## src/sv/assert_macros.svh

```systemverilog
// Assertion macros shared by the transliterator RTL.
`ifndef ASSERT_MACROS_SVH
`define ASSERT_MACROS_SVH
`ifndef NO_ASSERTIONS
// Check an expression at every clock edge out of reset.
`define ASSERT_ALWAYS(lbl, expr) \
	lbl: assert property (@(posedge clk) disable iff (!arst_n) (expr)) \
		else $error("%m: invariant violated");
// Check that an antecedent implies a consequent in the same cycle.
`define ASSERT_IMPLY(lbl, ante, cons) \
	lbl: assert property (@(posedge clk) disable iff (!arst_n) (ante) |-> (cons)) \
		else $error("%m: implication violated");
`else
`define ASSERT_ALWAYS(lbl, expr)
`define ASSERT_IMPLY(lbl, ante, cons)
`endif
`endif

```

## src/sv/utgt_pkg.sv

```systemverilog
// Shared types, constants and Greek name tables for the transliterator.
`timescale 1ns / 1ps
package utgt_pkg;

	localparam int GREEK_COUNT    = 22;
	localparam int GREEK_IDX_W    = $clog2(GREEK_COUNT);
	localparam int NAME_MAX_LEN   = 9;
	localparam int CHAR_IDX_W     = $clog2(NAME_MAX_LEN + 1);
	localparam int QUEUE_DEPTH_DEF = 4;
	localparam int CFG_IDX_W      = 2;
	localparam int CFG_DATA_W     = 2;

	// Configuration register indexes
	localparam logic [CFG_IDX_W-1:0] CFG_TARGET_FAMILY  = 2'd0;
	localparam logic [CFG_IDX_W-1:0] CFG_LOCALE_IS_UTF8 = 2'd1;
	localparam logic [CFG_IDX_W-1:0] CFG_MAP_SUBSCRIPTS = 2'd2;

	// Target family codes
	localparam logic [1:0] FAM_8992 = 2'd0;
	localparam logic [1:0] FAM_7386 = 2'd1;

	localparam logic [15:0] SUB_FIRST  = 16'h2080;
	localparam logic [15:0] SUB_LAST   = 16'h2089;
	localparam logic [15:0] UNIT_SLASH = 16'h002f;
	localparam logic [15:0] UNIT_UNDER = 16'h005f;

	typedef logic [GREEK_IDX_W-1:0] greek_idx_t;
	typedef logic [CHAR_IDX_W-1:0]  char_idx_t;

	typedef enum logic {
		CMD_UNIT,
		CMD_GREEK
	} cmd_kind_t;

	// One queued command: a single unit, or a Greek name to expand
	typedef struct packed {
		cmd_kind_t   kind;
		logic [15:0] unit;
		greek_idx_t  gidx;
	} cmd_t;

	localparam logic [15:0] GREEK_UNIT [GREEK_COUNT] = '{
		16'h03bc, 16'h03b1, 16'h03b2, 16'h0393, 16'h03b3, 16'h0394,
		16'h03b4, 16'h03b5, 16'h03b6, 16'h03b8, 16'h03bb, 16'h03be,
		16'h03a0, 16'h03c0, 16'h03c1, 16'h03a3, 16'h03c3, 16'h03c4,
		16'h03d5, 16'h03a8, 16'h03a9, 16'h03c9
	};

	localparam logic [CHAR_IDX_W-1:0] GREEK_LEN [GREEK_COUNT] = '{
		4'd4, 4'd7, 4'd6, 4'd7, 4'd7, 4'd7, 4'd7, 4'd9, 4'd6, 4'd7, 4'd8,
		4'd5, 4'd4, 4'd4, 4'd5, 4'd7, 4'd7, 4'd5, 4'd5, 4'd5, 4'd7, 4'd7
	};

	// Names are right-justified: the last character sits in the low byte
	localparam logic [8*NAME_MAX_LEN-1:0] GREEK_TEXT [GREEK_COUNT] = '{
		"_mu_", "_alpha_", "_beta_", "_GAMMA_", "_gamma_", "_DELTA_",
		"_delta_", "_epsilon_", "_zeta_", "_theta_", "_lambda_", "_ksi_",
		"_PI_", "_pi_", "_rho_", "_SIGMA_", "_sigma_", "_tau_",
		"_PHI_", "_PSI_", "_OMEGA_", "_omega_"
	};

	// Character k (from the start) of Greek name idx
	function automatic logic [7:0] greek_char(greek_idx_t idx, char_idx_t k);
		char_idx_t                   pos;
		logic [8*NAME_MAX_LEN-1:0]   txt;
		pos = GREEK_LEN[idx] - char_idx_t'(1) - k;
		txt = GREEK_TEXT[idx] >> {pos, 3'b000};
		return txt[7:0];
	endfunction

endpackage

```

## src/sv/utgt_front.sv

```systemverilog
// Front end: holds configuration, accepts code units and classifies them.
`timescale 1ns / 1ps
module utgt_front (
	input  logic                              clk,
	input  logic                              arst_n,
	input  logic                              cfg_we,
	input  logic [utgt_pkg::CFG_IDX_W-1:0]    cfg_index,
	input  logic [utgt_pkg::CFG_DATA_W-1:0]   cfg_data,
	input  logic                              in_valid,
	input  logic                              q_ready,
	input  logic [15:0]                       code_unit,
	output logic                              push,
	output utgt_pkg::cmd_t                    cmd
);
	import utgt_pkg::*;

	logic [1:0]  target_family_q;
	logic        locale_is_utf8_q;
	logic        map_subscripts_q;
	logic        translit;
	logic        is_sub;
	logic [15:0] sub_digit;
	logic        greek_hit;
	greek_idx_t  greek_idx;
	logic        keep;
	cmd_kind_t   kind;
	logic [15:0] unit_raw;

	// Write configuration registers
	always_ff @(posedge clk or negedge arst_n) begin
		if (!arst_n) begin
			target_family_q  <= FAM_8992;
			locale_is_utf8_q <= 1'b0;
			map_subscripts_q <= 1'b0;
		end else if (cfg_we) begin
			unique case (cfg_index)
				CFG_TARGET_FAMILY:  target_family_q  <= cfg_data;
				CFG_LOCALE_IS_UTF8: locale_is_utf8_q <= cfg_data[0];
				CFG_MAP_SUBSCRIPTS: map_subscripts_q <= cfg_data[0];
				default: ;
			endcase
		end
	end

	// Look up the Greek letter table
	always_comb begin
		greek_hit = 1'b0;
		greek_idx = '0;
		for (int i = 0; i < GREEK_COUNT; i++) begin
			if (code_unit == GREEK_UNIT[i]) begin
				greek_hit = 1'b1;
				greek_idx = greek_idx_t'(i);
			end
		end
	end

	assign translit  = (target_family_q == FAM_8992 || target_family_q == FAM_7386) &&
	                   !locale_is_utf8_q;
	assign is_sub    = (code_unit >= SUB_FIRST) && (code_unit <= SUB_LAST);
	assign sub_digit = {12'h003, code_unit[3:0]};

	// Classify the unit: pass, substitute, expand or drop
	always_comb begin
		keep     = 1'b1;
		kind     = CMD_UNIT;
		unit_raw = code_unit;
		priority if (code_unit == 16'h0000) begin
			keep = 1'b0;
		end else if (!translit) begin
			if (map_subscripts_q && is_sub) unit_raw = sub_digit;
		end else if (code_unit[15:8] == 8'h00) begin
			unit_raw = code_unit;
		end else if (target_family_q == FAM_7386 && is_sub) begin
			unit_raw = sub_digit;
		end else if (greek_hit) begin
			kind = CMD_GREEK;
		end else begin
			keep = 1'b0;
		end
	end

	// Replace slash on single-unit output
	assign cmd.kind = kind;
	assign cmd.unit = (unit_raw == UNIT_SLASH) ? UNIT_UNDER : unit_raw;
	assign cmd.gidx = greek_idx;
	assign push     = in_valid && q_ready && keep;

endmodule

```

## src/sv/utgt_fifo.sv

```systemverilog
// Command queue between front end and expansion back end.
`timescale 1ns / 1ps
`include "assert_macros.svh"
module utgt_fifo #(
	parameter int DEPTH = utgt_pkg::QUEUE_DEPTH_DEF
) (
	input  logic            clk,
	input  logic            arst_n,
	input  logic            push,
	input  utgt_pkg::cmd_t  wr_cmd,
	output logic            not_full,
	input  logic            pop,
	output logic            not_empty,
	output utgt_pkg::cmd_t  head
);
	import utgt_pkg::*;

	localparam int PtrW = (DEPTH > 1) ? $clog2(DEPTH) : 1;
	localparam int CntW = $clog2(DEPTH + 1);

	cmd_t            mem_q [DEPTH];
	logic [PtrW-1:0] wr_ptr_q;
	logic [PtrW-1:0] rd_ptr_q;
	logic [CntW-1:0] count_q;

	function automatic logic [PtrW-1:0] ptr_next(logic [PtrW-1:0] p);
		return (p == PtrW'(DEPTH - 1)) ? '0 : p + PtrW'(1);
	endfunction

	assign not_full  = (count_q != CntW'(DEPTH));
	assign not_empty = (count_q != '0);
	assign head      = mem_q[rd_ptr_q];

	// Store entries
	always_ff @(posedge clk) begin
		if (push) mem_q[wr_ptr_q] <= wr_cmd;
	end

	// Advance pointers and occupancy
	always_ff @(posedge clk or negedge arst_n) begin
		if (!arst_n) begin
			wr_ptr_q <= '0;
			rd_ptr_q <= '0;
			count_q  <= '0;
		end else begin
			if (push) wr_ptr_q <= ptr_next(wr_ptr_q);
			if (pop)  rd_ptr_q <= ptr_next(rd_ptr_q);
			if (push && !pop)      count_q <= count_q + CntW'(1);
			else if (pop && !push) count_q <= count_q - CntW'(1);
		end
	end

	`ASSERT_ALWAYS(a_count_range, count_q <= CntW'(DEPTH))
	`ASSERT_IMPLY(a_empty_ptrs, count_q == '0, rd_ptr_q == wr_ptr_q)

endmodule

```

## src/sv/utgt_back.sv

```systemverilog
// Back end: expands queued commands into output units, one per cycle while not stalled.
`timescale 1ns / 1ps
`include "assert_macros.svh"
module utgt_back (
	input  logic            clk,
	input  logic            arst_n,
	input  logic            q_not_empty,
	input  utgt_pkg::cmd_t  head,
	output logic            pop,
	output logic            out_valid,
	input  logic            out_ready,
	output logic [15:0]     out_unit,
	output logic            last_of_run
);
	import utgt_pkg::*;

	char_idx_t   k_q;
	logic        out_valid_q;
	logic [15:0] out_unit_q;
	logic        last_q;
	logic        advance;
	logic        emit;
	logic [15:0] nxt_unit;
	logic        nxt_last;

	assign advance = !out_valid_q || out_ready;
	assign emit    = advance && q_not_empty;

	// Select the next unit of the head command
	always_comb begin
		unique case (head.kind)
			CMD_UNIT: begin
				nxt_unit = head.unit;
				nxt_last = 1'b1;
			end
			CMD_GREEK: begin
				nxt_unit = {8'h00, greek_char(head.gidx, k_q)};
				nxt_last = (k_q == GREEK_LEN[head.gidx] - char_idx_t'(1));
			end
			default: begin
				nxt_unit = head.unit;
				nxt_last = 1'b1;
			end
		endcase
	end

	assign pop = emit && nxt_last;

	// Step through the characters of a name
	always_ff @(posedge clk or negedge arst_n) begin
		if (!arst_n) begin
			k_q         <= '0;
			out_valid_q <= 1'b0;
		end else begin
			if (emit) k_q <= nxt_last ? '0 : k_q + char_idx_t'(1);
			if (advance) out_valid_q <= q_not_empty;
		end
	end

	// Load the output register
	always_ff @(posedge clk) begin
		if (emit) begin
			out_unit_q <= nxt_unit;
			last_q     <= nxt_last;
		end
	end

	assign out_valid   = out_valid_q;
	assign out_unit    = out_unit_q;
	assign last_of_run = last_q;

	`ASSERT_IMPLY(a_midname_head, k_q != '0, q_not_empty && head.kind == CMD_GREEK)
	`ASSERT_IMPLY(a_partial_run, out_valid_q && !last_q, k_q != '0)

endmodule

```

## src/sv/utf16_greek_name_transliterator.sv

```systemverilog
// Top level of the UTF-16 Greek name transliterator.
`timescale 1ns / 1ps
// Usage:
//   Input channel in_valid/in_ready carries one UTF-16 code unit per
//   transaction. Output channel out_valid/out_ready carries one converted
//   unit per transaction; last_of_run marks the final unit caused by an
//   input unit. Inputs that produce nothing (zero, dropped units) emit no
//   transaction at all.
//   Configuration is written through cfg_we/cfg_index/cfg_data while idle.
// Timing:
//   The front end classifies a unit in the cycle it is accepted and writes
//   it to a command queue of QUEUE_DEPTH entries. The back end emits one
//   unit per cycle from the queue head unless the receiver stalls; a
//   result passes through the queue and then the output register. A
//   single-unit input yields one unit; a Greek letter yields one unit
//   per name character (4 to 9), bounded by the one-character-per-cycle
//   output register. Inputs are taken every cycle while the queue has room.
// Reset clears the configuration to zero and empties queue and output.
// When the receiver stalls, the output register holds and the queue fills;
// in_ready drops only when the queue is full.
module utf16_greek_name_transliterator #(
	parameter int QUEUE_DEPTH = utgt_pkg::QUEUE_DEPTH_DEF
) (
	input  logic                            clk,
	input  logic                            arst_n,
	input  logic                            cfg_we,
	input  logic [utgt_pkg::CFG_IDX_W-1:0]  cfg_index,
	input  logic [utgt_pkg::CFG_DATA_W-1:0] cfg_data,
	input  logic                            in_valid,
	output logic                            in_ready,
	input  logic [15:0]                     code_unit,
	output logic                            out_valid,
	input  logic                            out_ready,
	output logic [15:0]                     out_unit,
	output logic                            last_of_run
);
	import utgt_pkg::*;

	logic push;
	logic pop;
	logic q_not_full;
	logic q_not_empty;
	cmd_t wr_cmd;
	cmd_t head;

	assign in_ready = q_not_full;

	utgt_front u_front (
		.clk       (clk),
		.arst_n    (arst_n),
		.cfg_we    (cfg_we),
		.cfg_index (cfg_index),
		.cfg_data  (cfg_data),
		.in_valid  (in_valid),
		.q_ready   (q_not_full),
		.code_unit (code_unit),
		.push      (push),
		.cmd       (wr_cmd)
	);

	utgt_fifo #(
		.DEPTH (QUEUE_DEPTH)
	) u_fifo (
		.clk       (clk),
		.arst_n    (arst_n),
		.push      (push),
		.wr_cmd    (wr_cmd),
		.not_full  (q_not_full),
		.pop       (pop),
		.not_empty (q_not_empty),
		.head      (head)
	);

	utgt_back u_back (
		.clk         (clk),
		.arst_n      (arst_n),
		.q_not_empty (q_not_empty),
		.head        (head),
		.pop         (pop),
		.out_valid   (out_valid),
		.out_ready   (out_ready),
		.out_unit    (out_unit),
		.last_of_run (last_of_run)
	);

endmodule
```

## config.mk

```make
export PLATFORM = sky130hd
export DESIGN_NAME = utf16_greek_name_transliterator
export DESIGN_NICKNAME = d
export VERILOG_FILES = /design/src/sv/utgt_pkg.sv /design/src/sv/utgt_front.sv /design/src/sv/utgt_fifo.sv /design/src/sv/utgt_back.sv /design/src/sv/utf16_greek_name_transliterator.sv
export VERILOG_INCLUDE_DIRS = /design/src /design/src/sv
export SDC_FILE = /design/constraint.sdc
export NUM_CORES = 1
export LEC_CHECK = 0
export BUFFER_PORTS_ARGS = -buffer_cell sky130_fd_sc_hd__buf_2
export CORE_MARGIN = 5
export CORE_UTILIZATION = 50
export CTS_CLUSTER_SIZE = 10
export DETAILED_ROUTE_END_ITERATION = 10
export MAX_ROUTING_LAYER = met4
export PLACE_DENSITY = 0.73
export SKIP_CTS_REPAIR_TIMING = 1
export SLEW_MARGIN = 20
export SYNTH_ARGS = -nofsm -noshare
export SYNTH_HDL_FRONTEND = slang
export SYNTH_SLANG_ARGS = --single-unit
```

## constraint.sdc

```tcl
create_clock -name clk -period 7.5 [get_ports clk]
set_input_delay 1.125 -clock clk [delete_from_list [all_inputs] [get_ports clk]]
set_output_delay 1.125 -clock clk [all_outputs]
set_load 0.01 [all_outputs]
```

==> flow_metrics.tcl, run 1 <==
set metrics [dict create \
    status "finished clean" \
    critPathLaunchType "register" \
    cts_max_path_buffers 2 \
    r2r-start "u_fifo.rd_ptr_q[0]" \
    m1WireLength_um 7170 \
    wl_per_cell_um 21.5 \
    ys_seq_elements 121 \
    antenna_found_initial 0 \
    die_area_um2 16700 \
    place_congestion 1.01 \
    start_util_pct 51.1 \
    critPathTopFamily "adder cells" \
    row_count 43 \
    synth_most_common_cell "edfxtp_1" \
    port_buffers 43 \
    wl_met3_um 1660 \
    synth_top_area_cell "edfxtp_1" \
    synthArstFlopShare_pct 13.2 \
    layout-drive-gt1-share_pct 21.1 \
    grt_usage_pct 22.9 \
    antenna_cells 0 \
    gr-total-overflow 0 \
    cpMaxStageDelayCell "fa_1" \
    cts_root_buffer "clkbuf_16" \
    grt_setup_unrepaired "false" \
    clock-skew-final_ns 0.00804 \
    slew_viol_final 0 \
    holdCritStartpoint "u_fifo.count_q[2]" \
    synthTopCellsByArea "edfxtp_1, mux4_2, dfrtp_1, ha_1, clkbuf_1" \
    highest_layer "met4" \
    grt_max_degree 49 \
    worstHoldPathType "reg2reg" \
    grt_pass1_wl_um 28200 \
    cts_max_level 4 \
    synth_top_area_share_pct 44.3 \
    antenna_left 0 \
    critPathKind "reg2reg" \
    drc 0 \
    cp_max_fo 18 \
    setup_viol 0 \
    chipWidth_um 129 \
    grt_pass1_vias 5248 \
    syn_nets 667 \
    critPathCaptureType "register" \
    syn_area_um2 7120 \
    synth_common_cells "edfxtp_1, clkbuf_1, nor2_1, nand2_1, a21oi_1" \
    cts_tree "yes" \
    hpwl_um 12200 \
    tightest_slew_ns 1.01 \
    crit_chain "buf_4 -> mux4_2 -> ha_1 -> clkinv_1 -> ha_1 -> inv_1 -> o221ai_2 -> a21oi_1 -> ha_1 -> inv_1 -> fa_1 -> inv_1 -> nor2_1 -> a211oi_1 -> a31oi_1 -> o21ai_0 -> a41o_1" \
    maxClockFrequency_ghz 0.167 \
    area_growth_syn_to_layout_pct 11.8 \
    final_hold_viol_count 0 \
    clk_latency_ns 0.43 \
    via_per_inst 6.38 \
    ioPinCount 44 \
    finalCritPeriodShare_pct 79.9 \
    path_buf_inv 5 \
    setup_tns_ns 0 \
    crit_start "u_fifo.rd_ptr_q[0]" \
    synth.distinct_cells 80 \
    ys_seq_area_share_pct 49.9 \
    wirelength_um 17700 \
    critPathMaxStageDelay_ns 0.97 \
    cp_data_required_time_ns 7.68 \
    period_minus_slack_ns 5.99 \
    first_pass_iters 6 \
    drt-initial-drc-count 708 \
    ys.flop_type "edfxtp_1" \
    dr_wl_met2_um 8430 \
    max_slew_margin_pct 32.6 \
    cts_sinks 121 \
    cap_violations 0 \
    clk_pin_slew_ns 0.06 \
    avgSynthCellArea_um2 11.5 \
    nets 681 \
    die_h_um 129 \
    core-area_um2 13900 \
    yosysWarnings 0 \
    synthCells 619 \
    synth_edf_count 105 \
    route.vias.total 5268 \
    arrival_ns 6.17 \
    cts-buffers-inserted 17 \
]
[cell usage in the layout, fill, tap and decap left out, types with 16 or more instances in the layout]
cell	netlist	routed
clkbuf_16	0	17
ha_1	21	21
buf_2	3	43
nor2b_1	20	20
inv_1	23	23
dfrtp_1	16	16
mux4_2	21	21
o21ai_0	25	25
nand2_1	33	33
edfxtp_1	105	105
nor2_1	38	38
a21oi_1	30	30
[metal layers]
layer	global-route usage [%]	vias to the layer above
li1	-	2401
met1	29.4	2514
met2	35.3	305
met3	5.94	48
met4	8.52	0
met5	-	-
[worst paths after layout]
check	endpoint	slack, ns	cells after the start
min in group asynchronous	u_front.target_family_q[1]	0.61	1
worst min-delay path	u_fifo.count_q[2]	0.50	1
worst min register to register	u_fifo.count_q[2]	0.50	1
worst max register to register	u_back.out_unit[5]	1.51	17
max in group asynchronous	u_fifo.count_q[0]	6.61	1
worst max-delay path	u_back.out_unit[5]	1.51	17
[cell type report]
type | count | area, um^2
Clock buffer | 17 | 425
Tap cell | 180 | 225
Inverter | 25 | 93.8
Sequential cell | 121 | 3550
Multi-Input combinational cell | 419 | 3260
Fill cell | 1109 | 5980
Clock inverter | 15 | 145
Timing Repair Buffer | 49 | 260
[per-stage QoR]
stage                     worst slack (ns)  area [um^2]  std cells  util, %  hold slack [ns]
after floorplan                       3.03         7120        619        -            0.464
after CTS                             1.60         7960        826     57.1            0.496
after global routing                  1.08         7960        826     57.1            0.527
after detailed placement              1.61         7390        794     53.0            0.486
after global placement                1.70         7390        794     53.0            0.481
final                                 1.51         7960        826     57.1            0.497
[state kept, by name, summed over array words and instances, names as in the netlist, 2 cells and up]
register,count
u_back.k_q,4
u_back.out_unit,16
u_fifo.count_q,3
u_fifo.mem_q,88
u_fifo.rd_ptr_q,2
u_fifo.wr_ptr_q,2
u_front.target_family_q,2
[logic make-up (layout without fill, tap and decap cells)]
group | count (synthesis) | after routing | share of synthesized area, %
buf+inv | 79 | 106 | 4.43
flops | 121 | 121 | 49.9
xor+xnor | 15 | 15 | 2.16
mux | 48 | 48 | 10.7
simple gates | 185 | 185 | 14.2
fa+ha+maj | 23 | 23 | 4.25
compound gates | 148 | 148 | 14.4
Power of run 1 is left out: the tool's default activity adds up to more than one toggle a clock period on the data nets, which glitch-free logic cannot reach.
==> inputs of run 2 (changes only) <==
- ABC_AREA: unset -> 1
- PLACE_DENSITY: 0.73 -> 0.75
- clock period: 7.5 -> 5.4 ns (I/O delays scaled with it)
==> run 2 against run 1 <==
Against the previous run:
- setup slack got worse by 0.92 ns
- final area is 2.2% higher
- critical endpoint unchanged
- first-iteration DRC count is 15% higher
- global-route usage is 0.32 points lower
- count of clock-buffer cells in the layout rose by 1
- maximum frequency increased by 24%
==> flow_metrics.tcl, run 2 <==
set metrics [dict create \
    grt_max_degree 49 \
    syn_nets 913 \
    cts_max_path_buffers 2 \
    ys_seq_elements 121 \
    largest_reg_flops 88 \
    synthTopCellsByArea "edfxtp_1, nand2_1, dfrtp_1, nand3_1, nor2_1" \
    clk_latency_ns 0.41 \
    antenna_left 0 \
    synth_most_common_cell "nand2_1" \
    avgSynthCellArea_um2 8.27 \
    grt_pass1_wl_um 28700 \
    arrival_ns 4.97 \
    cts_max_level 4 \
    final_cell_mix "nand2_1, edfxtp_1, inv_1, nor2_1, nand3_1" \
    cp_data_required_time_ns 5.55 \
    die_h_um 130 \
    drc 0 \
    synthCells 865 \
    syn_area_um2 7160 \
    core-area_um2 13900 \
    setup_tns_ns 0 \
    grt_pass1_vias 5725 \
    synthArstFlopShare_pct 13.2 \
    critPathCaptureType "register" \
    setup_viol 0 \
    wl_per_cell_um 16.2 \
    final_common_cell "nand2_1" \
    finalCritPeriodShare_pct 89.2 \
    synth_top_area_share_pct 44.1 \
    clock-skew-final_ns 0.00743 \
    max_slew_margin_pct 38.3 \
    cp_max_fo 48 \
    tightest_slew_ns 0.926 \
    final_area_um2 8130 \
    cts-buffers-inserted 17 \
    grt_setup_unrepaired "false" \
    via_per_inst 5.63 \
    ioPinCount 44 \
    clk_pin_slew_ns 0.05 \
    worstHoldPathType "in2async" \
    place_congestion 1.10 \
    place_area_um2 7500 \
    ys_seq_area_share_pct 49.7 \
    synth_edf_count 105 \
    grt_usage_pct 22.6 \
    antenna_cells 0 \
    status "finished clean" \
    final_hold_viol_count 0 \
    critPathLaunchType "register" \
    cap_violations 0 \
    synth_common_cells "nand2_1, edfxtp_1, nor2_1, inv_1, nand3_1" \
    gr-total-overflow 0 \
    die_area_um2 16800 \
    slew_viol_final 0 \
    cts_root_buffer "clkbuf_16" \
    hpwl_um 12300 \
    fin_hold_ws_ns 0.315 \
    row_count 43 \
    period_minus_slack_ns 4.82 \
    chipWidth_um 130 \
    route.vias.total 6134 \
    start_util_pct 51.4 \
    utilization_pct 58.4 \
    layout-drive-gt1-share_pct 13.8 \
    nets 946 \
    yosysWarnings 0 \
    synth_top_area_cell "edfxtp_1" \
    ys.flop_type "edfxtp_1" \
    cts_sinks 121 \
    regMostFlops "u_fifo.mem_q" \
    maxClockFrequency_ghz 0.208 \
    fillers 1187 \
    area_growth_syn_to_layout_pct 13.6 \
    drt-initial-drc-count 813 \
    port_buffers 43 \
    synth.distinct_cells 40 \
    antenna_found_initial 0 \
    critPathKind "reg2reg" \
    wirelength_um 17600 \
    cts_tree "yes" \
    first_pass_iters 9 \
]
## run 2: cell types whose count changed after synthesis, sizes merged, moves of 13 or more
cell	previous run	this run
nand2	33	260
inv	24	93
nand3	13	77
nor2	38	90
o21ai	26	65
mux4	21	0
nor2b	20	0
clkbuf	42	23
nand2b	14	0
mux2	14	1
mux2i	13	0
## run 2: logic make-up after synthesis
kind of cell,Yosys count,share of synthesized area (%)
XOR/XNOR,6,0.734
AO/OA/AOI/OAI,118,9.20
multiplexers,1,0.157
buffers and inverters,134,7.74
AND/OR/NAND/NOR,462,28.3
adder cells (fa/ha/maj),23,4.23
flip-flops,121,49.7
## run 2: final timing paths
| path | to | cells after the start | start | slack, ns |
|---|---|---|---|---|
| setup / recovery | u_back.out_unit[5] | 22 | u_fifo.rd_ptr_q[0] | 0.58 |
| hold / removal | u_back.k_q[2] | 1 | arst_n | 0.31 |
| setup reg to reg | u_back.out_unit[5] | 22 | u_fifo.rd_ptr_q[0] | 0.58 |
| hold reg to reg | u_front.map_subscripts_q | 2 | u_front.map_subscripts_q | 0.48 |
| max in group asynchronous | u_front.map_subscripts_q | 1 | arst_n | 4.81 |
| min in group clk | u_front.map_subscripts_q | 2 | u_front.map_subscripts_q | 0.48 |
## run 2: per-layer routing
metal	GRT usage (%)	vias up	share of wire [%]	wire length (um)
met5	-	-	0	0
met4	10.2	0	4.0	709
met3	4.78	66	9.4	1660
met2	33.9	331	46	8020
met1	29.6	2769	41	7240
li1	-	2968	-	-
## run 2: layout make-up
type                            instances  area, um^2  area share (%)
Sequential cell                       121        3550            43.7
Multi-Input combinational cell        610        3080            37.9
Clock buffer                           18         429            5.28
Inverter                               96         364            4.48
Timing Repair Buffer                   52         283            3.48
Tap cell                              180         225            2.77
Clock inverter                         13         194            2.38
## run 2: critical path: stages, from the launching register on
cell and delay [ns]:
dfrtp_1 0.36, buf_4 0.43, nand2_1 0.13, nand3_1 0.15, nand2_4 0.13, inv_1 0.14, ha_1 0.34, nand3_1 0.30
nand3_1 0.17, nand3_1 0.08, nand2_1 0.12, inv_1 0.06, ha_1 0.27, inv_1 0.07, fa_2 0.74, clkinvlp_4 0.32
nor2_1 0.23, a31o_2 0.13, o21ai_0 0.09, nand3_1 0.11, nand2_1 0.06, nand3_1 0.06, nand2_1 0.07
## run 2: metrics by stage
| step | worst slack [ns] | cells |
|---|---|---|
| detailed placement | 0.543 | 1059 |
| CTS | 0.489 | 1090 |
| finish | 0.583 | 1090 |
| global route | 0.0245 | 1090 |
| floorplan | 1.36 | 865 |
| global placement | 0.734 | 1059 |
Power of run 2 is left out for the same reason.
